$ cat src/hdl/ssm_pkg.sv
// ----------------------------------------------------------------------------
// ssm_pkg
// Shared types, command codes and helper functions of the SPI save memory
// command sequencer.
// ----------------------------------------------------------------------------
package ssm_pkg;

  // Program chunk sizes per device type, in bytes.
  localparam int TYPE1_CHUNK = 16;
  localparam int TYPE2_CHUNK = 32;
  localparam int TYPE3_CHUNK = 256;

  // Depth of the job queue between the front and the back end.
  localparam int JOB_FIFO_DEPTH = 4;
  localparam int JOB_PTR_W      = $clog2(JOB_FIFO_DEPTH);
  localparam int JOB_CNT_W      = $clog2(JOB_FIFO_DEPTH + 1);

  // Serial memory command bytes.
  localparam logic [7:0] CMD_READ        = 8'h03;
  localparam logic [7:0] CMD_PROGRAM     = 8'h02;
  localparam logic [7:0] CMD_WRITE_EN    = 8'h06;
  localparam logic [7:0] CMD_READ_STATUS = 8'h05;
  localparam logic [7:0] CMD_SECTOR_ERASE = 8'hD8;
  localparam logic [7:0] DUMMY_BYTE      = 8'h00;
  localparam int         STATUS_WIP_BIT  = 0;

  // Segments of a job, sent in this order.
  localparam int SEG_WREN       = 0;
  localparam int SEG_CMD        = 1;
  localparam int SEG_ADDR       = 2;
  localparam int SEG_BODY       = 3;
  localparam int SEG_POLL_CMD   = 4;
  localparam int SEG_POLL_DUMMY = 5;
  localparam int SEG_COUNT      = 6;

  // Device types as written to the configuration register.
  localparam logic [1:0] DEV_SMALL_EEPROM  = 2'd1;
  localparam logic [1:0] DEV_MEDIUM_EEPROM = 2'd2;
  localparam logic [1:0] DEV_FLASH         = 2'd3;

  // Configuration register index.
  localparam logic REG_DEVICE_TYPE = 1'b0;

  typedef enum logic [1:0] {
    FN_READ     = 2'd0,
    FN_WRITE    = 2'd1,
    FN_ERASE    = 2'd2,
    FN_RESPONSE = 2'd3
  } func_e;

  typedef enum logic [2:0] {
    PH_IDLE          = 3'd0,
    PH_READ_OPEN     = 3'd1,
    PH_READ_WAIT     = 3'd2,
    PH_WRITE_BETWEEN = 3'd3,
    PH_WRITE_CHUNK   = 3'd4,
    PH_POLL          = 3'd5
  } phase_e;

  // One classified item, expanded into beats by the back end.
  typedef struct packed {
    logic [SEG_COUNT-1:0] mask;
    logic [7:0]           cmd;
    logic [23:0]          addr;
    logic [1:0]           addr_len;
    logic                 addr_rel;
    logic                 body_send;
    logic                 body_rel;
    logic                 body_rv;
    logic                 body_done;
    logic [7:0]           body_byte;
  } job_t;

  // One result beat.
  typedef struct packed {
    logic [7:0] mosi_byte;
    logic       send_valid;
    logic       release_select;
    logic       read_valid;
    logic [7:0] read_data;
    logic       op_done;
    logic       run_last;
  } beat_t;

  // Unknown device types behave as flash.
  function automatic logic [1:0] eff_type(input logic [1:0] dev);
    logic [1:0] t;
    t = (dev == DEV_SMALL_EEPROM || dev == DEV_MEDIUM_EEPROM) ? dev : DEV_FLASH;
    return t;
  endfunction

  function automatic logic [8:0] chunk_limit(input logic [1:0] t);
    logic [8:0] lim;
    unique case (t)
      DEV_SMALL_EEPROM:  lim = 9'(TYPE1_CHUNK);
      DEV_MEDIUM_EEPROM: lim = 9'(TYPE2_CHUNK);
      default:           lim = 9'(TYPE3_CHUNK);
    endcase
    return lim;
  endfunction

  // Small EEPROMs carry address bit 8 in bit 3 of the command byte.
  function automatic logic [7:0] cmd_with_bit8(input logic [7:0] cmd,
                                               input logic [23:0] addr,
                                               input logic [1:0] t);
    logic [7:0] c;
    c = cmd;
    if (t == DEV_SMALL_EEPROM) begin
      c[3] = c[3] | addr[8];
    end
    return c;
  endfunction

endpackage

$ cat src/hdl/spi_save_memory_command_sequencer.sv
// Path: an accepted item is registered in the job queue, then in the back end's
// job register, and its first result beat is registered in the output register.
// Throughput: one result beat per cycle while the output is taken; an item causes
// up to eight results. A four-entry job queue lets input beats be taken while
// earlier jobs are still being expanded.
// Reset: asynchronous, active low; device type returns to flash, phase to idle.
// ----------------------------------------------------------------------------
// spi_save_memory_command_sequencer
// Host-side command sequencer for SPI serial EEPROM and flash save memory:
// read, program and sector erase items in, SPI byte beats out.
// ----------------------------------------------------------------------------
module spi_save_memory_command_sequencer (
  input  logic        clk_i,
  input  logic        rst_ni,
  // Configuration port
  input  logic        psel,
  input  logic        penable,
  input  logic        pwrite,
  input  logic [2:0]  paddr,
  input  logic [31:0] pwdata,
  output logic [31:0] prdata,
  output logic        pready,
  // Input stream
  input  logic        s_axis_tvalid,
  output logic        s_axis_tready,
  input  logic [39:0] s_axis_tdata,  // address[23:0], data_byte[31:24], first[32]
  input  logic [1:0]  s_axis_tuser,  // func[1:0]
  input  logic        s_axis_tlast,  // final_byte
  // Result stream
  output logic        m_axis_tvalid,
  input  logic        m_axis_tready,
  output logic [23:0] m_axis_tdata,  // mosi_byte[7:0], send_valid[8],
                                     // release_select[9], read_valid[10],
                                     // read_data[18:11], op_done[19]
  output logic        m_axis_tlast   // run_last
);

  logic [1:0]     device_type_q;
  logic           push;
  logic           push_ready;
  ssm_pkg::job_t  push_job;
  logic           pop;
  logic           pop_valid;
  ssm_pkg::job_t  pop_job;
  ssm_pkg::beat_t out_beat;

  // Device type register.
  assign pready = 1'b1;
  assign prdata = {30'd0, device_type_q};

  always_ff @(posedge clk_i or negedge rst_ni) begin
    if (!rst_ni) begin
      device_type_q <= ssm_pkg::DEV_FLASH;
    end else if (psel && penable && pwrite && pready &&
                 (paddr[2] == ssm_pkg::REG_DEVICE_TYPE)) begin
      device_type_q <= pwdata[1:0];
    end
  end

  // Front end: classify items into jobs.
  ssm_front u_front (
    .clk_i         (clk_i),
    .rst_ni        (rst_ni),
    .device_type_i (device_type_q),
    .in_valid_i    (s_axis_tvalid),
    .in_ready_o    (s_axis_tready),
    .func_i        (s_axis_tuser),
    .address_i     (s_axis_tdata[23:0]),
    .data_byte_i   (s_axis_tdata[31:24]),
    .final_byte_i  (s_axis_tlast),
    .push_o        (push),
    .push_ready_i  (push_ready),
    .job_o         (push_job)
  );

  // Job queue.
  ssm_job_fifo u_fifo (
    .clk_i        (clk_i),
    .rst_ni       (rst_ni),
    .push_i       (push),
    .push_ready_o (push_ready),
    .push_job_i   (push_job),
    .pop_i        (pop),
    .pop_valid_o  (pop_valid),
    .pop_job_o    (pop_job)
  );

  // Back end: expand jobs into beats.
  ssm_back u_back (
    .clk_i       (clk_i),
    .rst_ni      (rst_ni),
    .job_valid_i (pop_valid),
    .job_i       (pop_job),
    .job_pop_o   (pop),
    .out_valid_o (m_axis_tvalid),
    .out_ready_i (m_axis_tready),
    .out_beat_o  (out_beat)
  );

  // Result beat packing.
  assign m_axis_tdata = {4'd0, out_beat.op_done, out_beat.read_data, out_beat.read_valid,
                         out_beat.release_select, out_beat.send_valid, out_beat.mosi_byte};
  assign m_axis_tlast = out_beat.run_last;

endmodule

$ cat src/hdl/ssm_front.sv
// ----------------------------------------------------------------------------
// ssm_front
// Accepts input beats, tracks the transfer phase and turns each item into a
// job descriptor for the back end. Items that do not fit the phase are dropped.
// ----------------------------------------------------------------------------
module ssm_front (
  input  logic               clk_i,
  input  logic               rst_ni,
  input  logic [1:0]         device_type_i,
  input  logic               in_valid_i,
  output logic               in_ready_o,
  input  logic [1:0]         func_i,
  input  logic [23:0]        address_i,
  input  logic [7:0]         data_byte_i,
  input  logic               final_byte_i,
  output logic               push_o,
  input  logic               push_ready_i,
  output ssm_pkg::job_t      job_o
);

  ssm_pkg::phase_e phase_q, phase_d;
  logic [8:0]      chunk_count_q, chunk_count_d;
  logic [23:0]     next_address_q, next_address_d;
  logic            transfer_continues_q, transfer_continues_d;
  logic            read_ending_q, read_ending_d;

  logic [1:0]      eff_t;
  logic            accept;
  logic            keep;
  logic            wr_opening;
  logic [23:0]     wr_base;
  logic [8:0]      wr_count;
  logic            wr_closing;

  assign eff_t      = ssm_pkg::eff_type(device_type_i);
  assign in_ready_o = push_ready_i;
  assign accept     = in_valid_i && push_ready_i;
  assign push_o     = accept && keep;

  // Write chunk bookkeeping: a chunk opens from idle or between chunks.
  assign wr_opening = (phase_q == ssm_pkg::PH_IDLE) ||
                      (phase_q == ssm_pkg::PH_WRITE_BETWEEN);
  assign wr_base    = (phase_q == ssm_pkg::PH_IDLE) ? address_i : next_address_q;
  assign wr_count   = (wr_opening ? 9'd0 : chunk_count_q) + 9'd1;
  assign wr_closing = (wr_count >= ssm_pkg::chunk_limit(eff_t)) || final_byte_i;

  // Classify the item and build its job.
  always_comb begin
    job_o                = '0;
    keep                 = 1'b0;
    phase_d              = phase_q;
    chunk_count_d        = chunk_count_q;
    next_address_d       = next_address_q;
    transfer_continues_d = transfer_continues_q;
    read_ending_d        = read_ending_q;
    unique case (ssm_pkg::func_e'(func_i))
      ssm_pkg::FN_READ: begin
        if (phase_q == ssm_pkg::PH_IDLE || phase_q == ssm_pkg::PH_READ_OPEN) begin
          keep = 1'b1;
          if (phase_q == ssm_pkg::PH_IDLE) begin
            job_o.mask[ssm_pkg::SEG_CMD]  = 1'b1;
            job_o.mask[ssm_pkg::SEG_ADDR] = 1'b1;
            job_o.cmd      = ssm_pkg::cmd_with_bit8(ssm_pkg::CMD_READ, address_i, eff_t);
            job_o.addr     = address_i;
            job_o.addr_len = eff_t;
          end
          job_o.mask[ssm_pkg::SEG_BODY] = 1'b1;
          job_o.body_send = 1'b1;
          job_o.body_byte = ssm_pkg::DUMMY_BYTE;
          read_ending_d   = final_byte_i;
          phase_d         = ssm_pkg::PH_READ_WAIT;
        end
      end
      ssm_pkg::FN_WRITE: begin
        if (wr_opening || phase_q == ssm_pkg::PH_WRITE_CHUNK) begin
          keep = 1'b1;
          if (wr_opening) begin
            job_o.mask[ssm_pkg::SEG_WREN] = 1'b1;
            job_o.mask[ssm_pkg::SEG_CMD]  = 1'b1;
            job_o.mask[ssm_pkg::SEG_ADDR] = 1'b1;
            job_o.cmd      = ssm_pkg::cmd_with_bit8(ssm_pkg::CMD_PROGRAM, wr_base, eff_t);
            job_o.addr     = wr_base;
            job_o.addr_len = eff_t;
          end
          job_o.mask[ssm_pkg::SEG_BODY] = 1'b1;
          job_o.body_send = 1'b1;
          job_o.body_rel  = wr_closing;
          job_o.body_byte = data_byte_i;
          next_address_d  = wr_base + 24'd1;
          if (wr_closing) begin
            job_o.mask[ssm_pkg::SEG_POLL_CMD]   = 1'b1;
            job_o.mask[ssm_pkg::SEG_POLL_DUMMY] = 1'b1;
            chunk_count_d        = 9'd0;
            transfer_continues_d = !final_byte_i;
            phase_d              = ssm_pkg::PH_POLL;
          end else begin
            chunk_count_d = wr_count;
            phase_d       = ssm_pkg::PH_WRITE_CHUNK;
          end
        end
      end
      ssm_pkg::FN_ERASE: begin
        if (phase_q == ssm_pkg::PH_IDLE) begin
          keep = 1'b1;
          job_o.mask[ssm_pkg::SEG_WREN]       = 1'b1;
          job_o.mask[ssm_pkg::SEG_CMD]        = 1'b1;
          job_o.mask[ssm_pkg::SEG_ADDR]       = 1'b1;
          job_o.mask[ssm_pkg::SEG_POLL_CMD]   = 1'b1;
          job_o.mask[ssm_pkg::SEG_POLL_DUMMY] = 1'b1;
          job_o.cmd            = ssm_pkg::CMD_SECTOR_ERASE;
          job_o.addr           = address_i;
          job_o.addr_len       = 2'd3;
          job_o.addr_rel       = 1'b1;
          transfer_continues_d = 1'b0;
          phase_d              = ssm_pkg::PH_POLL;
        end
      end
      ssm_pkg::FN_RESPONSE: begin
        if (phase_q == ssm_pkg::PH_READ_WAIT) begin
          keep = 1'b1;
          job_o.mask[ssm_pkg::SEG_BODY] = 1'b1;
          job_o.body_rel  = read_ending_q;
          job_o.body_rv   = 1'b1;
          job_o.body_byte = data_byte_i;
          phase_d         = read_ending_q ? ssm_pkg::PH_IDLE : ssm_pkg::PH_READ_OPEN;
          read_ending_d   = 1'b0;
        end else if (phase_q == ssm_pkg::PH_POLL) begin
          keep = 1'b1;
          job_o.mask[ssm_pkg::SEG_BODY] = 1'b1;
          if (data_byte_i[ssm_pkg::STATUS_WIP_BIT]) begin
            // Still busy: clock out one more status byte.
            job_o.body_send = 1'b1;
            job_o.body_byte = ssm_pkg::DUMMY_BYTE;
          end else begin
            job_o.body_rel       = 1'b1;
            job_o.body_done      = 1'b1;
            phase_d              = transfer_continues_q ? ssm_pkg::PH_WRITE_BETWEEN
                                                        : ssm_pkg::PH_IDLE;
            transfer_continues_d = 1'b0;
          end
        end
      end
      default: begin
        keep = 1'b0;
      end
    endcase
  end

  // Phase and transfer state.
  always_ff @(posedge clk_i or negedge rst_ni) begin
    if (!rst_ni) begin
      phase_q              <= ssm_pkg::PH_IDLE;
      chunk_count_q        <= '0;
      next_address_q       <= '0;
      transfer_continues_q <= 1'b0;
      read_ending_q        <= 1'b0;
    end else if (accept) begin
      phase_q              <= phase_d;
      chunk_count_q        <= chunk_count_d;
      next_address_q       <= next_address_d;
      transfer_continues_q <= transfer_continues_d;
      read_ending_q        <= read_ending_d;
    end
  end

  // A chunk count never survives into the polling phase.
  a_poll_count_clear: assert property (@(posedge clk_i) disable iff (!rst_ni)
    (phase_q == ssm_pkg::PH_POLL) |-> (chunk_count_q == 9'd0))
    else $error("chunk count not cleared while polling");

endmodule

$ cat src/hdl/ssm_job_fifo.sv
// ----------------------------------------------------------------------------
// ssm_job_fifo
// Short job queue that decouples item classification from beat generation.
// ----------------------------------------------------------------------------
module ssm_job_fifo (
  input  logic          clk_i,
  input  logic          rst_ni,
  input  logic          push_i,
  output logic          push_ready_o,
  input  ssm_pkg::job_t push_job_i,
  input  logic          pop_i,
  output logic          pop_valid_o,
  output ssm_pkg::job_t pop_job_o
);

  ssm_pkg::job_t                      entries_q [ssm_pkg::JOB_FIFO_DEPTH];
  logic [ssm_pkg::JOB_PTR_W-1:0]      head_q, tail_q;
  logic [ssm_pkg::JOB_CNT_W-1:0]      count_q;

  assign push_ready_o = (count_q != ssm_pkg::JOB_CNT_W'(ssm_pkg::JOB_FIFO_DEPTH));
  assign pop_valid_o  = (count_q != '0);
  assign pop_job_o    = entries_q[head_q];

  // Storage written at the tail.
  always_ff @(posedge clk_i) begin
    if (push_i) begin
      entries_q[tail_q] <= push_job_i;
    end
  end

  // Pointers and fill count.
  always_ff @(posedge clk_i or negedge rst_ni) begin
    if (!rst_ni) begin
      head_q  <= '0;
      tail_q  <= '0;
      count_q <= '0;
    end else begin
      if (push_i) begin
        tail_q <= tail_q + 1'b1;
      end
      if (pop_i) begin
        head_q <= head_q + 1'b1;
      end
      unique case ({push_i, pop_i})
        2'b10:   count_q <= count_q + 1'b1;
        2'b01:   count_q <= count_q - 1'b1;
        default: count_q <= count_q;
      endcase
    end
  end

  // A job must never be pushed into a full queue or popped from an empty one.
  a_no_overflow: assert property (@(posedge clk_i) disable iff (!rst_ni)
    (push_i |-> push_ready_o) and (pop_i |-> pop_valid_o))
    else $error("job queue overflow or underflow");

endmodule

$ cat src/hdl/ssm_back.sv
// ----------------------------------------------------------------------------
// ssm_back
// Expands queued jobs into result beats, one beat per cycle, into an output
// register; the sequencer holds while the previous beat waits to be taken.
// ----------------------------------------------------------------------------
module ssm_back (
  input  logic          clk_i,
  input  logic          rst_ni,
  input  logic          job_valid_i,
  input  ssm_pkg::job_t job_i,
  output logic          job_pop_o,
  output logic          out_valid_o,
  input  logic          out_ready_i,
  output ssm_pkg::beat_t out_beat_o
);

  ssm_pkg::job_t                  job_q;
  logic                           busy_q;
  logic [ssm_pkg::SEG_COUNT-1:0]  mask_q, mask_next;
  logic [1:0]                     addr_left_q;
  logic                           out_valid_q;
  ssm_pkg::beat_t                 out_beat_q;

  ssm_pkg::beat_t                 beat;
  logic                           emit;
  logic                           last;
  logic                           in_addr;
  logic [7:0]                     addr_byte;

  assign emit      = busy_q && (!out_valid_q || out_ready_i);
  assign in_addr   = (mask_q[ssm_pkg::SEG_ADDR] && (mask_q[ssm_pkg::SEG_CMD:0] == '0));
  assign job_pop_o = job_valid_i && (!busy_q || (emit && last));

  // Address bytes go out most significant first.
  always_comb begin
    unique case (addr_left_q)
      2'd3:    addr_byte = job_q.addr[23:16];
      2'd2:    addr_byte = job_q.addr[15:8];
      default: addr_byte = job_q.addr[7:0];
    endcase
  end

  // Remaining segments after this beat; the address segment stays until its
  // last byte has gone.
  always_comb begin
    if (in_addr && addr_left_q > 2'd1) begin
      mask_next = mask_q;
    end else begin
      mask_next = mask_q & (mask_q - 1'b1);
    end
  end
  assign last = (mask_next == '0);

  // Beat of the current segment.
  always_comb begin
    beat = '0;
    priority if (mask_q[ssm_pkg::SEG_WREN]) begin
      beat.mosi_byte      = ssm_pkg::CMD_WRITE_EN;
      beat.send_valid     = 1'b1;
      beat.release_select = 1'b1;
    end else if (mask_q[ssm_pkg::SEG_CMD]) begin
      beat.mosi_byte  = job_q.cmd;
      beat.send_valid = 1'b1;
    end else if (mask_q[ssm_pkg::SEG_ADDR]) begin
      beat.mosi_byte      = addr_byte;
      beat.send_valid     = 1'b1;
      beat.release_select = job_q.addr_rel && (addr_left_q == 2'd1);
    end else if (mask_q[ssm_pkg::SEG_BODY]) begin
      beat.mosi_byte      = job_q.body_send ? job_q.body_byte : 8'h00;
      beat.send_valid     = job_q.body_send;
      beat.release_select = job_q.body_rel;
      beat.read_valid     = job_q.body_rv;
      beat.read_data      = job_q.body_rv ? job_q.body_byte : 8'h00;
      beat.op_done        = job_q.body_done;
    end else if (mask_q[ssm_pkg::SEG_POLL_CMD]) begin
      beat.mosi_byte  = ssm_pkg::CMD_READ_STATUS;
      beat.send_valid = 1'b1;
    end else begin
      beat.mosi_byte  = ssm_pkg::DUMMY_BYTE;
      beat.send_valid = 1'b1;
    end
    beat.run_last = last;
  end

  // Job sequencing state.
  always_ff @(posedge clk_i or negedge rst_ni) begin
    if (!rst_ni) begin
      busy_q      <= 1'b0;
      mask_q      <= '0;
      addr_left_q <= '0;
    end else if (job_pop_o) begin
      busy_q      <= 1'b1;
      mask_q      <= job_i.mask;
      addr_left_q <= job_i.addr_len;
    end else if (emit) begin
      busy_q <= !last;
      mask_q <= mask_next;
      if (in_addr) begin
        addr_left_q <= addr_left_q - 2'd1;
      end
    end
  end

  // Job payload.
  always_ff @(posedge clk_i) begin
    if (job_pop_o) begin
      job_q <= job_i;
    end
  end

  // Output register.
  always_ff @(posedge clk_i or negedge rst_ni) begin
    if (!rst_ni) begin
      out_valid_q <= 1'b0;
    end else if (emit) begin
      out_valid_q <= 1'b1;
    end else if (out_ready_i) begin
      out_valid_q <= 1'b0;
    end
  end

  always_ff @(posedge clk_i) begin
    if (emit) begin
      out_beat_q <= beat;
    end
  end

  assign out_valid_o = out_valid_q;
  assign out_beat_o  = out_beat_q;

  // A busy sequencer always has a segment left to send.
  a_busy_has_work: assert property (@(posedge clk_i) disable iff (!rst_ni)
    busy_q |-> (mask_q != '0))
    else $error("sequencer busy with an empty job");

  // Read data beats never drive the bus.
  a_read_no_send: assert property (@(posedge clk_i) disable iff (!rst_ni)
    (emit && beat.read_valid) |-> !beat.send_valid)
    else $error("read data beat marked for transmission");

endmodule

$ cat config.mk
export PLATFORM = sky130hd
export DESIGN_NAME = spi_save_memory_command_sequencer
export DESIGN_NICKNAME = d
export VERILOG_FILES = /design/src/hdl/ssm_pkg.sv /design/src/hdl/spi_save_memory_command_sequencer.sv /design/src/hdl/ssm_front.sv /design/src/hdl/ssm_job_fifo.sv /design/src/hdl/ssm_back.sv
export SDC_FILE = /design/constraint.sdc
export NUM_CORES = 1
export LEC_CHECK = 0
export BUFFER_PORTS_ARGS = -buffer_cell sky130_fd_sc_hd__buf_4
export CAP_MARGIN = 20
export CORE_UTILIZATION = 54
export CTS_CLUSTER_SIZE = 16
export DETAILED_ROUTE_END_ITERATION = 10
export PLACE_DENSITY = 0.89
export SKIP_CTS_REPAIR_TIMING = 1
export SLEW_MARGIN = 20
export SYNTH_ARGS = -nofsm -noshare
export SYNTH_HDL_FRONTEND = slang
export SYNTH_HIERARCHICAL = 1
export SYNTH_SLANG_ARGS = --single-unit
$ cat constraint.sdc
create_clock -name clk_i -period 4.55 [get_ports clk_i]
set_input_delay 0.6825 -clock clk_i [delete_from_list [all_inputs] [get_ports clk_i]]
set_output_delay 0.6825 -clock clk_i [all_outputs]
set_load 0.02 [all_outputs]
==> run_results.csv, run 1 <==
group,metric,value,unit
outcome,outcome,"finished clean",
synth,synthFlopType,"edfxtp_1",
timing,rsz0062_at_grt,"no",
critical_path,cp-end-kind,"flip-flop",
timing,setup_tns,0,ns
timing,holdWs,0.277,ns
synth,synth_commonest_cells,"edfxtp_1, nor2_1, nand2_1",
cells_and_area,postLayoutCellArea,17200,sq um
cells_and_area,drive_gt1_share,18.8,%
floorplan,core-area,28000,sq um
clocking,clockBufferDepth,3,
power,power_frac_seq,44.7,%
clocking,cts_tree,"yes",
floorplan,row_count,61,
routing,ant_nets,0,
critical_path,path_class,"flip-flop to flip-flop",
synth,synth_most_common_cell,"edfxtp_1",
critical_path,crit_top_cell,"nor2_1",
cells_and_area,nets,1262,
placement,detailed_place_hpwl,22.0,mm
routing,vias,9897,
grt,grt_max_degree,58,
power,peakVddDrop,0.000321,V
critical_path,critPathLaunch,"u_front/phase_q[1]",
power,switchingPower,3.83,mW
routing,via_per_inst,6.35,
clocking,cts.sinks,335,
cells_and_area,syn2layout_area_growth,11.5,%
timing,finalCriticalPeriod,3.57,ns
floorplan,initial_utilization,55.2,%
synth,synth_edf_count,278,
timing,finalCritPeriodShare,78.5,%
timing,setup_violations,0,
timing,maxSlewHeadroom,32.3,%
critical_path,crit_required,4.79,ns
grt,grt_overflow_total,0,
run,drv_cap,0,
timing,tightest_slew,1.00,ns
grt,grt_pass1_wl,53.6,mm
synth,synthCells,1097,
timing,drv_slew,0,
critical_path,critPathArrivalTime,3.81,ns
critical_path,reg2reg_from,"u_front/phase_q[1]",
synth,post_synth.cell_area_avg,14.1,sq um
timing,fin_ws,0.979,ns
clocking,cts_max_level,2,
synth,synth_top_area_cell,"edfxtp_1",
worst_hold_path,hold_class,"input port to asynchronous set/reset pin",
clocking,root_buffer,"clkbuf_16",
placement,io_buffers,69,
placement,gp_congestion,0.922,
synth,synth_top_area_share,54.0,%
synth,ys_top_cells_by_area,"edfxtp_1, dfrtp_1, mux4_2",
critical_path,crit_path_cell_trace,"or2_2 -> a21oi_1 -> nor2_1 -> ha_1 -> a2111oi_0 -> o31ai_1 -> nor2_1 -> nor3_1 -> a211o_1",
routing,post-route-drc-count,0,
placement,dpl_cell_area,16100,sq um
power,intPower,7.27,mW
floorplan,io_pins,145,
floorplan,die_area,29300,sq um
placement,pre_cts_ws,1.14,ns
timing,skew,0.0195,ns
critical_path,start_kind,"flip-flop",
critical_path,path_delay_family,"compound AO/OA/AOI/OAI gates",
grt,grt_util_all_layers,24.3,%
synth,synthArstFlopShare,17.0,%
grt,antenna_found_initial,0,
floorplan,dieWidth,171,microns
timing,fmax,280,MHz
grt,grt_pass1_vias,9351,
synth,yosysUniqueCellTypes,88,
clocking,clk_pin_slew,0.06,ns
synth,synth-seq-cells,335,
power,power,11.1,mW
routing,drt_iter0_markers,1286,
synth,yosysSeqAreaShare,63.2,%
critical_path,cp_num_buf_inv,0,
power,p_clk_share,25.0,%
critical_path,critPathMaxFanout,14,
routing,post_drt_wl_per_cell,22.3,microns
power,leakagePower,6.34,nW
clocking,cts_buffers,34,
floorplan,die_h,171,microns
cells_and_area,antennaDiodeCount,0,
critical_path,cp_slowest_cell,"a2111oi_0",
clocking,clkLatencyLatePin,0.52,ns
critical_path,cpPeakStageDelay,0.59,ns
routing,dr.pass1.iters,7,
power,powerDensity,644,nW/um^2
synth,ys_warn_count,6,
power,combPwrFrac,30.3,%
routing,drt_wl_total,34.8,mm
synth,netlist_area,15500,sq um
timing,finalHoldViolations,0,
power,p_sw_share,34.5,%
[worst paths after layout]
kind,end,slack [ns],cells past startpoint
max in group asynchronous,u_fifo/head_q[0],3.61,1
worst min-delay path,u_back/mask_q[2],0.28,1
worst min register to register,u_fifo/count_q[2],0.51,1
worst max-delay path,u_fifo/entries_q[1][10],0.98,9
worst max register to register,u_fifo/entries_q[1][10],0.98,9
min in group clk_i,device_type_q[0],0.41,2
[final cells by class]
type                            instances  area (sq um)
Clock buffer                           44           908
Clock inverter                         18           205
Fill cell                            1965         10800
Inverter                               28           105
Multi-Input combinational cell        668          5090
Sequential cell                       335          9780
Tap cell                              378           473
Timing Repair Buffer                   87           678
[sequential cells by signal, indices dropped and copies added (netlist names)]
signal                        count
device_type_q                     2
u_back/mask_q                     6
u_fifo/entries_q                212
u_back/out_valid_o                1
u_front/chunk_count_q             9
u_fifo/count_q                    3
u_back/busy_q                     1
u_back/addr_left_q                2
u_back/job_q                     45
u_front/transfer_continues_q      1
u_back/out_beat_o                21
u_fifo/tail_q                     2
u_front/read_ending_q             1
u_front/next_address_q           24
u_fifo/head_q                     2
u_front/phase_q                   3
[logic make-up after synthesis]
logic type	Yosys count	share of synthesized area [%]
xor gates and xnor gates	9	0.510
DFF	335	63.2
adders and majority gates	24	1.97
muxes	74	9.29
other	3	0.0728
AOI/OAI and AO/OA	223	10.2
buffers and inverters	128	4.93
and+or+nand+nor	301	9.81
[power groups by stage]
stage	Sequential [mW]	Combinational [mW]	Clock, mW
floorplan	4.69	2.65	0
detailed placement	5.00	3.26	0
CTS	4.95	3.31	2.82
finish	4.96	3.36	2.78
global placement	4.92	3.09	0
global route	5.04	3.61	2.94
[per-layer routing]
layer / global-route usage (%) / routed length (microns)
met5: 0 / 0
met4: 8.50 / 1230
met3: 4.35 / 3100
met1: 33.5 / 13700
met2: 39.3 / 16700
[cells in the final DEF, fill, tap and decap left out, drive strengths merged, types with 20 or more instances in the layout]
cell type,instances
edfxtp,278
buf,87
nor2,79
nand2,76
dfrtp,55
mux4,53
a21oi,52
clkbuf,44
o21ai,38
conb,37
inv,32
nor3,31
and2,27
ha,22
a22o,20
[stage by stage]
stage | util [%] | instances
2_1_floorplan | - | 1131
3_3_place_gp | 57.5 | 1496
3_5_place_dp | 57.5 | 1496
4_1_cts | 61.5 | 1558
5_1_grt | 61.5 | 1558
6_report | 61.5 | 1558
Power figures use the tool's default switching activity.
==> run 2, diff against run 1 <==
Clock period 4.55 ns to 3.16 ns, I/O delays scaled along.
==> run 2 against run 1 <==
Net effect:
- hold slack got worse by 0.22 ns
- sequential power up 40%
- critical path depth grew 1
- combinational power up 56%
- register-to-register slack got worse by 0.87 ns
- design area increased by 1.4%
- critical endpoint unchanged
- largest power group unchanged
==> run_results.csv, run 2 (synthesized netlist as in run 1, its figures left out) <==
group,metric,value,unit
critical_path,cp-end-kind,"flip-flop",
timing,setup_violations,0,
timing,finalCritPeriodShare,96.5,%
cells_and_area,final_cells,1578,
critical_path,crit_required,3.39,ns
cells_and_area,nets,1282,
critical_path,critPathArrivalTime,3.28,ns
power,power,16.3,mW
worst_hold_path,hold_class,"input port to asynchronous set/reset pin",
timing,rsz0062_at_grt,"no",
grt,grt_pass1_vias,9347,
placement,io_buffers,69,
floorplan,core-area,28000,sq um
cells_and_area,regArea,9780,sq um
timing,fin_ws,0.111,ns
cells_and_area,largest_reg_flops,212,
run,drv_cap,0,
floorplan,io_pins,145,
grt,antenna_found_initial,0,
routing,drt_wl_total,35.3,mm
clocking,clkLatencyLatePin,0.52,ns
routing,post_drt_wl_per_cell,22.4,microns
timing,drv_slew,0,
timing,maxSlewHeadroom,44.7,%
timing,fmax,328,MHz
cells_and_area,multi_input_area,5100,sq um
outcome,outcome,"finished clean",
routing,vias,9951,
floorplan,initial_utilization,55.2,%
clocking,cts_buffers,34,
cells_and_area,fillerInstances,1909,
clocking,cts.sinks,335,
clocking,clockBufferDepth,3,
critical_path,start_kind,"flip-flop",
floorplan,die_area,29300,sq um
clocking,clk_pin_slew,0.06,ns
grt,grt_overflow_total,0,
cells_and_area,reg_top3,"u_fifo/entries_q (212), u_back/job_q (45), u_front/next_address_q (24)",
cells_and_area,final_common_cell,"edfxtp_1",
cells_and_area,syn2layout_area_growth,13.0,%
routing,drt_iter0_markers,1362,
floorplan,row_count,61,
critical_path,path_class,"flip-flop to flip-flop",
placement,dp.cells,1516,
routing,via_per_inst,6.31,
cells_and_area,antennaDiodeCount,0,
clocking,cts_tree,"yes",
timing,finalHoldViolations,0,
power,powerDensity,935,nW/um^2
cells_and_area,top_register,"u_fifo/entries_q",
critical_path,critPathMaxFanout,5,
power,leakagePower,6.48,nW
cells_and_area,drive_gt1_share,20.7,%
timing,tightest_slew,0.830,ns
timing,skew,0.0225,ns
power,peakVddDrop,0.000551,V
grt,grt_util_all_layers,24.6,%
clocking,root_buffer,"clkbuf_16",
placement,gp_congestion,0.929,
cells_and_area,layout_common_cells,"edfxtp_1, buf_4, nor2_1",
timing,finalCriticalPeriod,3.05,ns
clocking,cts_max_level,2,
floorplan,dieWidth,171,microns
routing,dr.pass1.iters,6,
grt,grt_max_degree,58,
routing,post-route-drc-count,0,
routing,ant_nets,0,
grt,grt_pass1_wl,54.2,mm
floorplan,die_h,171,microns
placement,pre_cts_ws,0.233,ns
placement,detailed_place_hpwl,22.0,mm
[run 2: cell type report]
type | instances | area share, %
inverters | 28 | 0.601
multi-input cells | 668 | 29.2
clock buffers | 41 | 5.13
flip-flops and latches | 335 | 56.0
well taps | 378 | 2.71
repair buffers | 107 | 4.95
clock inverters | 21 | 1.48
[run 2: path summary, 6_finish.rpt]
| path | startpoint | to | slack (ns) | cells past startpoint |
|---|---|---|---|---|
| worst min register to register | u_fifo/count_q[0] | u_fifo/count_q[0] | 0.52 | 1 |
| max in group asynchronous | rst_ni | u_fifo/head_q[0] | 2.46 | 1 |
| worst max register to register | u_front/phase_q[0] | u_fifo/entries_q[1][10] | 0.11 | 10 |
| worst max-delay path | u_front/phase_q[0] | u_fifo/entries_q[1][10] | 0.11 | 10 |
| worst min-delay path | rst_ni | u_fifo/count_q[2] | 0.05 | 1 |
| min in group clk_i | pwdata[0] | device_type_q[0] | 0.20 | 2 |
[run 2: critical path, cell delays in order (launching register included)]
cell	delay, ns
dfrtp_1	0.43
or2_2	0.36
a21oi_1	0.24
buf_4	0.18
a21oi_1	0.05
ha_1	0.23
a2111oi_0	0.52
o31ai_1	0.15
nor2_1	0.17
nor3_1	0.10
a211o_1	0.34
[run 2: metal layers]
| layer | vias to the layer above | track usage [%] | part of all wire [%] |
|---|---|---|---|
| met5 | - | 0 | 0 |
| met1 | 4879 | 34.0 | 40 |
| met2 | 658 | 40.8 | 49 |
| met3 | 95 | 3.57 | 8.1 |
| li1 | 4319 | - | - |
| met4 | 0 | 7.22 | 2.7 |
[run 2: through the flow]
step	instance area (sq um)	TNS, ns	hold WS, ns	util [%]
floorplan	15600	-0.167	0.178	-
global placement	16300	0	0.476	58.3
detailed placement	16300	0	0.502	58.3
CTS	17500	0	0.0773	62.4
global route	17500	0	0.109	62.4
finish	17500	0	0.0524	62.4
[run 2: power breakdown]
group | switching (mW) | leakage, nW | internal (mW)
Sequential | 0.795 | 3.29 | 6.16
Combinational | 3.10 | 2.63 | 2.13
Clock | 1.69 | 0.565 | 2.46
